[src/hdl/crc8wfr_pkg.sv]
// Shared types, constants and the CRC-8 byte update for the word frame receiver.
// No dependencies; the datapath, controller and top level import this package.
package crc8wfr_pkg;

    localparam logic [7:0] CRC_POLY = 8'h07;

    localparam logic [7:0] HDR1_RST = 8'hFF;
    localparam logic [7:0] HDR2_RST = 8'hFC;
    localparam logic [7:0] TRL1_RST = 8'hA1;
    localparam logic [7:0] TRL2_RST = 8'hA2;

    // Configuration register indexes (byte address bits [3:2])
    localparam logic [1:0] REG_HDR1 = 2'd0;
    localparam logic [1:0] REG_HDR2 = 2'd1;
    localparam logic [1:0] REG_TRL1 = 2'd2;
    localparam logic [1:0] REG_TRL2 = 2'd3;

    typedef struct packed {
        logic [7:0] hdr1;
        logic [7:0] hdr2;
        logic [7:0] trl1;
        logic [7:0] trl2;
    } crc8wfr_cfg_t;

    typedef struct packed {
        logic start;       // header complete: clear count and CRC
        logic take_byte;   // store payload byte, update CRC
        logic take_check;  // capture received check byte
        logic clr_idx;     // frame good: rewind word index
        logic rd_word;     // read word at current index
        logic next_word;   // advance word index
    } crc8wfr_cmd_t;

    typedef struct packed {
        logic hdr1_hit;
        logic hdr2_hit;
        logic trl1_hit;
        logic trl2_hit;
        logic payload_done;
        logic crc_ok;
        logic last;
    } crc8wfr_sts_t;

    typedef enum logic [6:0] {
        ST_HUNT  = 7'b0000001,
        ST_HEAD1 = 7'b0000010,
        ST_DATA  = 7'b0000100,
        ST_TRL1  = 7'b0001000,
        ST_TRL2  = 7'b0010000,
        ST_RD    = 7'b0100000,
        ST_OUT   = 7'b1000000
    } crc8wfr_state_t;

    // MSB-first CRC-8 over one byte, no reflection
    function automatic logic [7:0] crc8_next(input logic [7:0] crc, input logic [7:0] b);
        logic [7:0] v;
        v = crc ^ b;
        for (int k = 0; k < 8; k++) begin
            v = v[7] ? ({v[6:0], 1'b0} ^ CRC_POLY) : {v[6:0], 1'b0};
        end
        return v;
    endfunction

endpackage

[src/hdl/crc8wfr_ram.sv]
// Generic single-port-write, single-port-read RAM with registered read data.
// No dependencies.
module crc8wfr_ram #(
    parameter int WIDTH = 32,
    parameter int DEPTH = 16,
    parameter int AW    = (DEPTH > 1) ? $clog2(DEPTH) : 1
) (
    input  logic             clk,
    input  logic             wr_en,
    input  logic [AW-1:0]    wr_addr,
    input  logic [WIDTH-1:0] wr_data,
    input  logic             rd_en,
    input  logic [AW-1:0]    rd_addr,
    output logic [WIDTH-1:0] rd_data
);

    logic [WIDTH-1:0] mem [DEPTH];
    logic [WIDTH-1:0] rd_data_reg;

    always_ff @(posedge clk)
    begin
        if (wr_en)
        begin
            mem[wr_addr] <= wr_data;
        end
        if (rd_en)
        begin
            rd_data_reg <= mem[rd_addr];
        end
    end

    assign rd_data = rd_data_reg;

endmodule

[src/hdl/crc8wfr_dp.sv]
// Datapath: byte compares, payload word assembly and storage, CRC, word index.
// Depends on crc8wfr_pkg and crc8wfr_ram.
module crc8wfr_dp #(
    parameter int WORDS = 3
) (
    input  logic                       clk,
    input  logic                       rst_n,
    input  logic [7:0]                 rx_byte,
    input  crc8wfr_pkg::crc8wfr_cfg_t  cfg,
    input  crc8wfr_pkg::crc8wfr_cmd_t  cmd,
    output crc8wfr_pkg::crc8wfr_sts_t  sts,
    output logic signed [31:0]         word_value,
    output logic [3:0]                 word_index
);
    import crc8wfr_pkg::*;

    localparam int PAYLOAD = 4 * WORDS;
    localparam int CW      = $clog2(PAYLOAD + 1);
    localparam int AW      = (WORDS > 1) ? $clog2(WORDS) : 1;

    logic [CW-1:0] count_reg, count_next;
    logic [7:0]    crc_reg, crc_next;
    logic [3:0]    idx_reg, idx_next;
    logic [7:0]    check_reg;
    logic [23:0]   asm_reg;
    logic          wr_en;
    logic [31:0]   wr_data;
    logic [31:0]   rd_data;

    always_comb
    begin
        count_next = count_reg;
        crc_next   = crc_reg;
        idx_next   = idx_reg;
        if (cmd.start)
        begin
            count_next = '0;
            crc_next   = '0;
        end
        else if (cmd.take_byte)
        begin
            count_next = count_reg + CW'(1);
            crc_next   = crc8_next(crc_reg, rx_byte);
        end
        if (cmd.clr_idx)
        begin
            idx_next = '0;
        end
        else if (cmd.next_word)
        begin
            idx_next = idx_reg + 4'd1;
        end
    end

    always_ff @(posedge clk or negedge rst_n)
    begin
        if (!rst_n)
        begin
            count_reg <= '0;
            crc_reg   <= '0;
            idx_reg   <= '0;
        end
        else
        begin
            count_reg <= count_next;
            crc_reg   <= crc_next;
            idx_reg   <= idx_next;
        end
    end

    always_ff @(posedge clk)
    begin
        if (cmd.take_byte)
        begin
            asm_reg <= {rx_byte, asm_reg[23:8]};
        end
        if (cmd.take_check)
        begin
            check_reg <= rx_byte;
        end
    end

    // Fourth byte of a word completes it: write little-endian word
    assign wr_en   = cmd.take_byte && (count_reg[1:0] == 2'd3);
    assign wr_data = {rx_byte, asm_reg};

    crc8wfr_ram #(
        .WIDTH (32),
        .DEPTH (WORDS)
    ) u_store (
        .clk     (clk),
        .wr_en   (wr_en),
        .wr_addr (count_reg[AW+1:2]),
        .wr_data (wr_data),
        .rd_en   (cmd.rd_word),
        .rd_addr (idx_reg[AW-1:0]),
        .rd_data (rd_data)
    );

    assign sts.hdr1_hit     = (rx_byte == cfg.hdr1);
    assign sts.hdr2_hit     = (rx_byte == cfg.hdr2);
    assign sts.trl1_hit     = (rx_byte == cfg.trl1);
    assign sts.trl2_hit     = (rx_byte == cfg.trl2);
    assign sts.payload_done = (count_reg == CW'(PAYLOAD));
    assign sts.crc_ok       = (check_reg == crc_reg);
    assign sts.last         = (idx_reg == 4'(WORDS - 1));

    assign word_value = $signed(rd_data);
    assign word_index = idx_reg;

endmodule

[src/hdl/crc8wfr_ctrl.sv]
// Controller: frame state machine, input and output handshakes, datapath commands.
// Depends on crc8wfr_pkg.
module crc8wfr_ctrl (
    input  logic                       clk,
    input  logic                       rst_n,
    input  logic                       rx_valid,
    input  logic                       word_stall,
    input  crc8wfr_pkg::crc8wfr_sts_t  sts,
    output logic                       rx_stall,
    output logic                       word_valid,
    output crc8wfr_pkg::crc8wfr_cmd_t  cmd
);
    import crc8wfr_pkg::*;

    crc8wfr_state_t state_reg, state_next;
    logic           rx_take;

    assign rx_stall   = (state_reg == ST_RD) || (state_reg == ST_OUT);
    assign word_valid = (state_reg == ST_OUT);
    assign rx_take    = rx_valid && !rx_stall;

    always_comb
    begin
        state_next = state_reg;
        cmd        = '0;
        unique case (state_reg)
            ST_HUNT:
            begin
                if (rx_take && sts.hdr1_hit)
                begin
                    state_next = ST_HEAD1;
                end
            end
            ST_HEAD1:
            begin
                if (rx_take)
                begin
                    if (sts.hdr2_hit)
                    begin
                        state_next = ST_DATA;
                        cmd.start  = 1'b1;
                    end
                    else
                    begin
                        state_next = ST_HUNT;
                    end
                end
            end
            ST_DATA:
            begin
                if (rx_take)
                begin
                    if (sts.payload_done)
                    begin
                        cmd.take_check = 1'b1;
                        state_next     = ST_TRL1;
                    end
                    else
                    begin
                        cmd.take_byte = 1'b1;
                    end
                end
            end
            ST_TRL1:
            begin
                if (rx_take)
                begin
                    state_next = sts.trl1_hit ? ST_TRL2 : ST_HUNT;
                end
            end
            ST_TRL2:
            begin
                if (rx_take)
                begin
                    // bad CRC or wrong trailer: drop frame
                    if (sts.trl2_hit && sts.crc_ok)
                    begin
                        cmd.clr_idx = 1'b1;
                        state_next  = ST_RD;
                    end
                    else
                    begin
                        state_next = ST_HUNT;
                    end
                end
            end
            ST_RD:
            begin
                cmd.rd_word = 1'b1;
                state_next  = ST_OUT;
            end
            ST_OUT:
            begin
                if (!word_stall)
                begin
                    if (sts.last)
                    begin
                        state_next = ST_HUNT;
                    end
                    else
                    begin
                        cmd.next_word = 1'b1;
                        state_next    = ST_RD;
                    end
                end
            end
            default:
            begin
                state_next = ST_HUNT;
            end
        endcase
    end

    always_ff @(posedge clk or negedge rst_n)
    begin
        if (!rst_n)
        begin
            state_reg <= ST_HUNT;
        end
        else
        begin
            state_reg <= state_next;
        end
    end

    a_no_rx_while_emit: assert property (@(posedge clk) disable iff (!rst_n)
        word_valid |-> rx_stall)
        else $error("input accepted while a word is presented");

    a_read_then_show: assert property (@(posedge clk) disable iff (!rst_n)
        cmd.rd_word |=> word_valid)
        else $error("word read not followed by output transaction");

    a_advance_reads: assert property (@(posedge clk) disable iff (!rst_n)
        (word_valid && !word_stall && !sts.last) |=> cmd.rd_word)
        else $error("next word not read after transaction");

    a_store_bounds: assert property (@(posedge clk) disable iff (!rst_n)
        cmd.take_byte |-> !sts.payload_done)
        else $error("payload byte stored past end of frame");

endmodule

[src/hdl/crc8_word_frame_receiver.sv]
// Word frame receiver top level: configuration registers and APB port,
// controller and datapath. Depends on crc8wfr_pkg, crc8wfr_ctrl, crc8wfr_dp.
//
// Usage: feed received serial bytes on rx_byte with rx_valid; a transaction
// completes on a clock edge with rx_valid high and rx_stall low. The block
// hunts for the header bytes, takes 4*WORDS payload bytes and one CRC-8 byte
// (poly 0x07, init 0), then the two trailer bytes. A wrong header or trailer
// byte returns it to hunting. A frame whose CRC matches leaves as WORDS
// signed little-endian words on word_value/word_index/last_word, one output
// transaction each; a bad CRC drops the frame.
// Throughput: one byte per cycle while receiving. After the final trailer
// byte each word in turn is read from payload memory (ST_RD), then shown
// (ST_OUT). rx_stall is high while words are emitted, and word_stall holds
// the current word and the whole block in place. Reset returns the header
// and trailer registers to FF FC / A1 A2 and the block to hunting.
// Registers sit at byte address 4*i.
module crc8_word_frame_receiver #(
    parameter int WORDS = 3
) (
    input  logic               clk,
    input  logic               rst_n,
    input  logic               psel,
    input  logic               penable,
    input  logic               pwrite,
    input  logic [3:0]         paddr,
    input  logic [31:0]        pwdata,
    output logic [31:0]        prdata,
    output logic               pready,
    input  logic               rx_valid,
    output logic               rx_stall,
    input  logic [7:0]         rx_byte,
    output logic               word_valid,
    input  logic               word_stall,
    output logic signed [31:0] word_value,
    output logic [3:0]         word_index,
    output logic               last_word
);
    import crc8wfr_pkg::*;

    crc8wfr_cfg_t cfg_reg, cfg_next;
    crc8wfr_cmd_t cmd;
    crc8wfr_sts_t sts;
    logic         cfg_wr;

    assign pready = 1'b1;
    assign cfg_wr = psel && penable && pwrite && pready;

    always_comb
    begin
        cfg_next = cfg_reg;
        if (cfg_wr)
        begin
            unique case (paddr[3:2])
                REG_HDR1: cfg_next.hdr1 = pwdata[7:0];
                REG_HDR2: cfg_next.hdr2 = pwdata[7:0];
                REG_TRL1: cfg_next.trl1 = pwdata[7:0];
                REG_TRL2: cfg_next.trl2 = pwdata[7:0];
                default:  cfg_next = cfg_reg;
            endcase
        end
    end

    always_ff @(posedge clk or negedge rst_n)
    begin
        if (!rst_n)
        begin
            cfg_reg.hdr1 <= HDR1_RST;
            cfg_reg.hdr2 <= HDR2_RST;
            cfg_reg.trl1 <= TRL1_RST;
            cfg_reg.trl2 <= TRL2_RST;
        end
        else
        begin
            cfg_reg <= cfg_next;
        end
    end

    always_comb
    begin
        unique case (paddr[3:2])
            REG_HDR1: prdata = {24'd0, cfg_reg.hdr1};
            REG_HDR2: prdata = {24'd0, cfg_reg.hdr2};
            REG_TRL1: prdata = {24'd0, cfg_reg.trl1};
            REG_TRL2: prdata = {24'd0, cfg_reg.trl2};
            default:  prdata = '0;
        endcase
    end

    crc8wfr_ctrl u_ctrl (
        .clk        (clk),
        .rst_n      (rst_n),
        .rx_valid   (rx_valid),
        .word_stall (word_stall),
        .sts        (sts),
        .rx_stall   (rx_stall),
        .word_valid (word_valid),
        .cmd        (cmd)
    );

    crc8wfr_dp #(
        .WORDS (WORDS)
    ) u_dp (
        .clk        (clk),
        .rst_n      (rst_n),
        .rx_byte    (rx_byte),
        .cfg        (cfg_reg),
        .cmd        (cmd),
        .sts        (sts),
        .word_value (word_value),
        .word_index (word_index)
    );

    assign last_word = sts.last;

endmodule
[config.mk]
export PLATFORM = sky130hd
export DESIGN_NAME = crc8_word_frame_receiver
export DESIGN_NICKNAME = d
export VERILOG_FILES = /design/src/hdl/crc8wfr_pkg.sv /design/src/hdl/crc8wfr_ram.sv /design/src/hdl/crc8wfr_dp.sv /design/src/hdl/crc8wfr_ctrl.sv /design/src/hdl/crc8_word_frame_receiver.sv
export SDC_FILE = /design/constraint.sdc
export NUM_CORES = 1
export LEC_CHECK = 0
export ABC_AREA = 1
export BUFFER_PORTS_ARGS = -buffer_cell sky130_fd_sc_hd__buf_2
export CAP_MARGIN = 20
export CORE_MARGIN = 5
export CORE_UTILIZATION = 30
export DETAILED_ROUTE_END_ITERATION = 12
export HOLD_SLACK_MARGIN = 0.08
export PLACE_DENSITY = 0.46
export SETUP_SLACK_MARGIN = 0.1
export SLEW_MARGIN = 20
export SYNTH_ARGS = -nofsm -noshare
export SYNTH_HDL_FRONTEND = slang
export SYNTH_HIERARCHICAL = 1
export SYNTH_SLANG_ARGS = --single-unit
[constraint.sdc]
create_clock -name clk -period 8.5 [get_ports clk]
set_input_delay 0.425 -clock clk [delete_from_list [all_inputs] [get_ports clk]]
set_output_delay 0.425 -clock clk [all_outputs]
set_load 0.05 [all_outputs]
==> results <==
- Counting flops and latches in the post-synthesis netlist gives between 200 and 250.
- The total clock sinks is approximately 220.
- The count of final max-slew check failures is 0.
- Ranked by total cell area, the synthesized netlist is headed by edfxtp_1 48%, nand2_1 12%, dfrtp_1 8.5%, dfstp_2 5.5%, nand3_1 4.0%.
- Across the whole layout, storage elements account for between 0.006 and 0.007 mm^2.
- The total standard cell area after synthesis is between 0.009 and 0.01 mm^2.
- The layout has 3354 filler cells.
- The number of max-cap violations is 0.
- The worst-case clock skew is about 0.011 ns.
- The final hold violation count is 0.
- The worst hold slack across all endpoints is 0.0787 ns.
- The power density normalized to cell area is between 200 and 250 mW/mm^2.
- The final weighted congestion in routability-driven placement is between 0.7 and 0.8.
- The analysis attributes to cell leakage a power of between 4 and 5 nW.
- The average footprint of a synthesized cell is approximately 10 um^2.
- The worst relative slew slack is about 48%.
- The later-pin clock latency in the skew report is 0.51 ns.
- After global routing, the most crowded layer is met2.
- After detailed routing, the number of vias per cell comes to 4.20.
- The area of the core is between 0.03 and 0.04 mm^2.
- The H-tree depth is 1.
- Counting I/O delays and the setup requirement, the final critical path takes 2.92 ns.
- The number of antenna violations at the first check in global routing is 0.
- The number of DRC markers after the initial detailed-route iteration is between 300 and 400.
- The overall die area is 0.0370 mm^2.
- The number of iterations in the first detailed-routing pass is 5.
- STA classifies the critical path endpoint as a flop.
- For this block, the via count after detailed routing is 6259.
- In this run, CTS created clock tree buffers numbering 25.
- Row generation in the floorplan step produced between 60 and 70 rows.
- 123 I/O pins were placed.
- In this run the worst hold path is classified as input pin to async pin.
- The worst-margin pin slew is 0.786 ns.
- Summed over all layers, the global routing overflow is 0.
- The relative area change from synthesis to final layout is 14.4%.
- The worst-path maximum fanout is 32.
- Counting along the longest clock path gives a buffer depth of 3.
- The synthesized netlist contains 38 unique library cells.
- The initial standard-cell utilization of the core is just over 30%.
- The total routing resource utilization after global routing is a little under an eighth.
- The flow ran to the end, and the final reports show no timing, DRC or antenna violations.
- The cts-stage hold buffer count is 0.
- Global routing consumed, on the met2 layer, around a fifth of the routing resources.
- The gate count after technology mapping is between 900 and 1000.
- CTS placed an instance of clkbuf_16 at the clock tree root.
- In this run the biggest area consumer among cell types represents 48.2% of the synthesized area.
- Setup repair after global routing left no endpoint under its margin.
- After legalization and detailed placement, the total HPWL measured between 10 and 15 mm.
- The multi-input gate area in the final layout is roughly 0.0030 mm^2.
- The biggest area contributor in the post-synthesis netlist is edfxtp_1.
- The antenna diode count is 0.
- The number of global-route vias before repair is between 6000 and 7000.
- For the worst setup path, the data required time is 8.65 ns.
- In the final routed layout, each cell accounts on average for approximately 15 um.
- Of the available clock period, the critical path in the final layout requires roughly 34%.
- The sequential fraction of the synthesis area is around 62%.
- The met3 track demand over resource in global routing is 1.86%.
- The maximum vdd ir drop is between 0.0001 and 0.00015 V.
- For met1 alone, demand over resource in global routing was about 16%.
- The post-layout net count is 1086.
- The Yosys step of the flow raised 6 warnings.
- The number of gates resized after CTS was 0.
- Timing would allow up to between 0.3 and 0.4 GHz.
- The routed wire length is around 22 mm.
- The number of setup buffers added after CTS is 0.
- The register with the most flip-flops in the layout has 96 of them.
- Summed over all failing endpoints, the final setup total negative slack is 0 ns.
- The worst path arrival time is 3.06 ns.
- The first-pass GRT wire length is between 30 and 40 mm.
- The startpoint-to-endpoint class of the critical path is flop to flop.
- The x dimension of the die is ~190 um.
- The launching element type of the critical path is a flop.
- Once routing completed, OpenROAD measured the worst setup slack at between 5 and 6 ns.
- The DRC violation count after routing is 0.
- Clock-pin slew was measured on the worst setup and hold paths at ~0.06 ns.
- Setup violations remaining at the end of the flow were counted as 0.
- The die is 192 um tall.
- The quantity of I/O buffers inserted on ports is 71.
- TritonCTS built the clock tree.
- Cells with a size suffix above 1 make up a little over a fifth of the layout.
- Entering global routing, the biggest net connects 56 pins.
- At the placement stage, the worst setup path has a slack of about 5.3 ns.
- The detail route stage leaves a number of antenna-violating nets equal to 0.
==> final cells by class <==
cell class              count  area share [%]
well taps                 442            4.85
clock inverters            14           0.779
repair buffers             80            3.89
multi-input cells         598            26.6
flip-flops and latches    215            54.5
inverters                 111            3.71
clock buffers              32            5.72
==> critical path, stage by stage, from the launching register on <==
cell and delay (ns):
dfstp_2 0.54, nor2_2 0.06, nand2_4 0.11, nor2_4 0.12
nor2_4 0.20, nand2_4 0.11, nor2_2 0.09, buf_4 0.36
nand2_1 0.15, inv_1 0.09, inv_1 0.07, nor3b_2 0.15
buf_4 0.46
==> cell usage in the layout (no fill, tap or decap), drive strengths merged <==
master / count
a21oi: 5
buf: 80
bufinv: 1
clkbuf: 32
clkinv: 13
conb: 25
dfrtp: 34
dfstp: 21
edfxtp: 160
ha: 4
inv: 111
nand2: 354
nand2b: 1
nand3: 81
nand4: 22
nor2: 42
nor3: 2
nor3b: 1
nor4: 4
o21ai: 8
o22ai: 1
or2: 6
xnor2: 32
xor2: 10
==> cells in the mapped netlist <==
library cell	number
inv_2	13
nand3_1	79
buf_8	2
dfstp_2	21
nand4_1	22
xnor2_4	1
nor4_1	4
conb_1	2
inv_6	1
buf_2	3
xnor2_1	28
xor2_2	1
nand2_2	40
ha_1	4
buf_6	8
nor2_1	28
xor2_1	9
clkbuf_8	1
nor2_4	10
o21ai_0	5
inv_1	96
nand2_4	8
xnor2_2	3
nor3b_1	1
a21oi_1	5
nand3_2	1
o21ai_1	3
nand2b_1	1
or2_2	6
nand3_4	1
nor2_2	4
dfrtp_1	34
buf_4	35
nor3_1	2
clkinv_2	1
edfxtp_1	160
nand2_1	306
o22ai_1	1
==> final timing paths <==
check,startpoint,end,slack [ns],cells past startpoint
max,u_ctrl/state_reg[0],u_dp/u_store/mem[1][27],5.58,12
min,rst_n,u_ctrl/state_reg[5],0.08,2
max reg2reg,u_ctrl/state_reg[0],u_dp/u_store/mem[1][27],5.58,12
min reg2reg,cfg_reg[5],cfg_reg[5],0.48,2
max in group asynchronous,rst_n,cfg_reg[4],7.90,2
min in group clk,pwdata[2],cfg_reg[18],0.16,3
==> power by group <==
group	internal (mW)	switching (mW)	total (mW)	leakage [nW]
Sequential	1.18	0.0393	1.22	2.07
Combinational	0.102	0.247	0.349	2.42
Clock	0.569	0.409	0.978	0.363
Total	1.86	0.695	2.55	4.86
==> stage by stage <==
| step | util [%] | power [mW] | cells | cell area [um^2] |
|---|---|---|---|---|
| global placement | 32.5 | 1.59 | 1445 | 10600 |
| global route | 34.9 | 2.68 | 1492 | 11400 |
| floorplan | - | 1.52 | 973 | 10100 |
| detailed placement | 32.5 | 1.60 | 1445 | 10600 |
| finish | 34.9 | 2.55 | 1492 | 11400 |
| CTS | 34.8 | 2.59 | 1491 | 11400 |
==> layer usage <==
| metal | part of all wire (%) | wire length [um] |
|---|---|---|
| met3 | 4.2 | 923 |
| met1 | 46 | 10300 |
| met2 | 48 | 10500 |
| met5 | 0 | 0 |
| met4 | 2.0 | 441 |
==> logic make-up after synthesis <==
kind of cell / count (synthesis) / share of synthesized area [%]
buffers and inverters: 160 / 8.37
adders and majority gates: 4 / 0.502
other: 2 / 0.0754
xor gates and xnor gates: 42 / 4.18
and+or+nand+nor: 513 / 23.9
AOI/OAI and AO/OA: 14 / 0.716
DFF: 215 / 62.3
No activity file was read; power rests on OpenSTA's default activity.
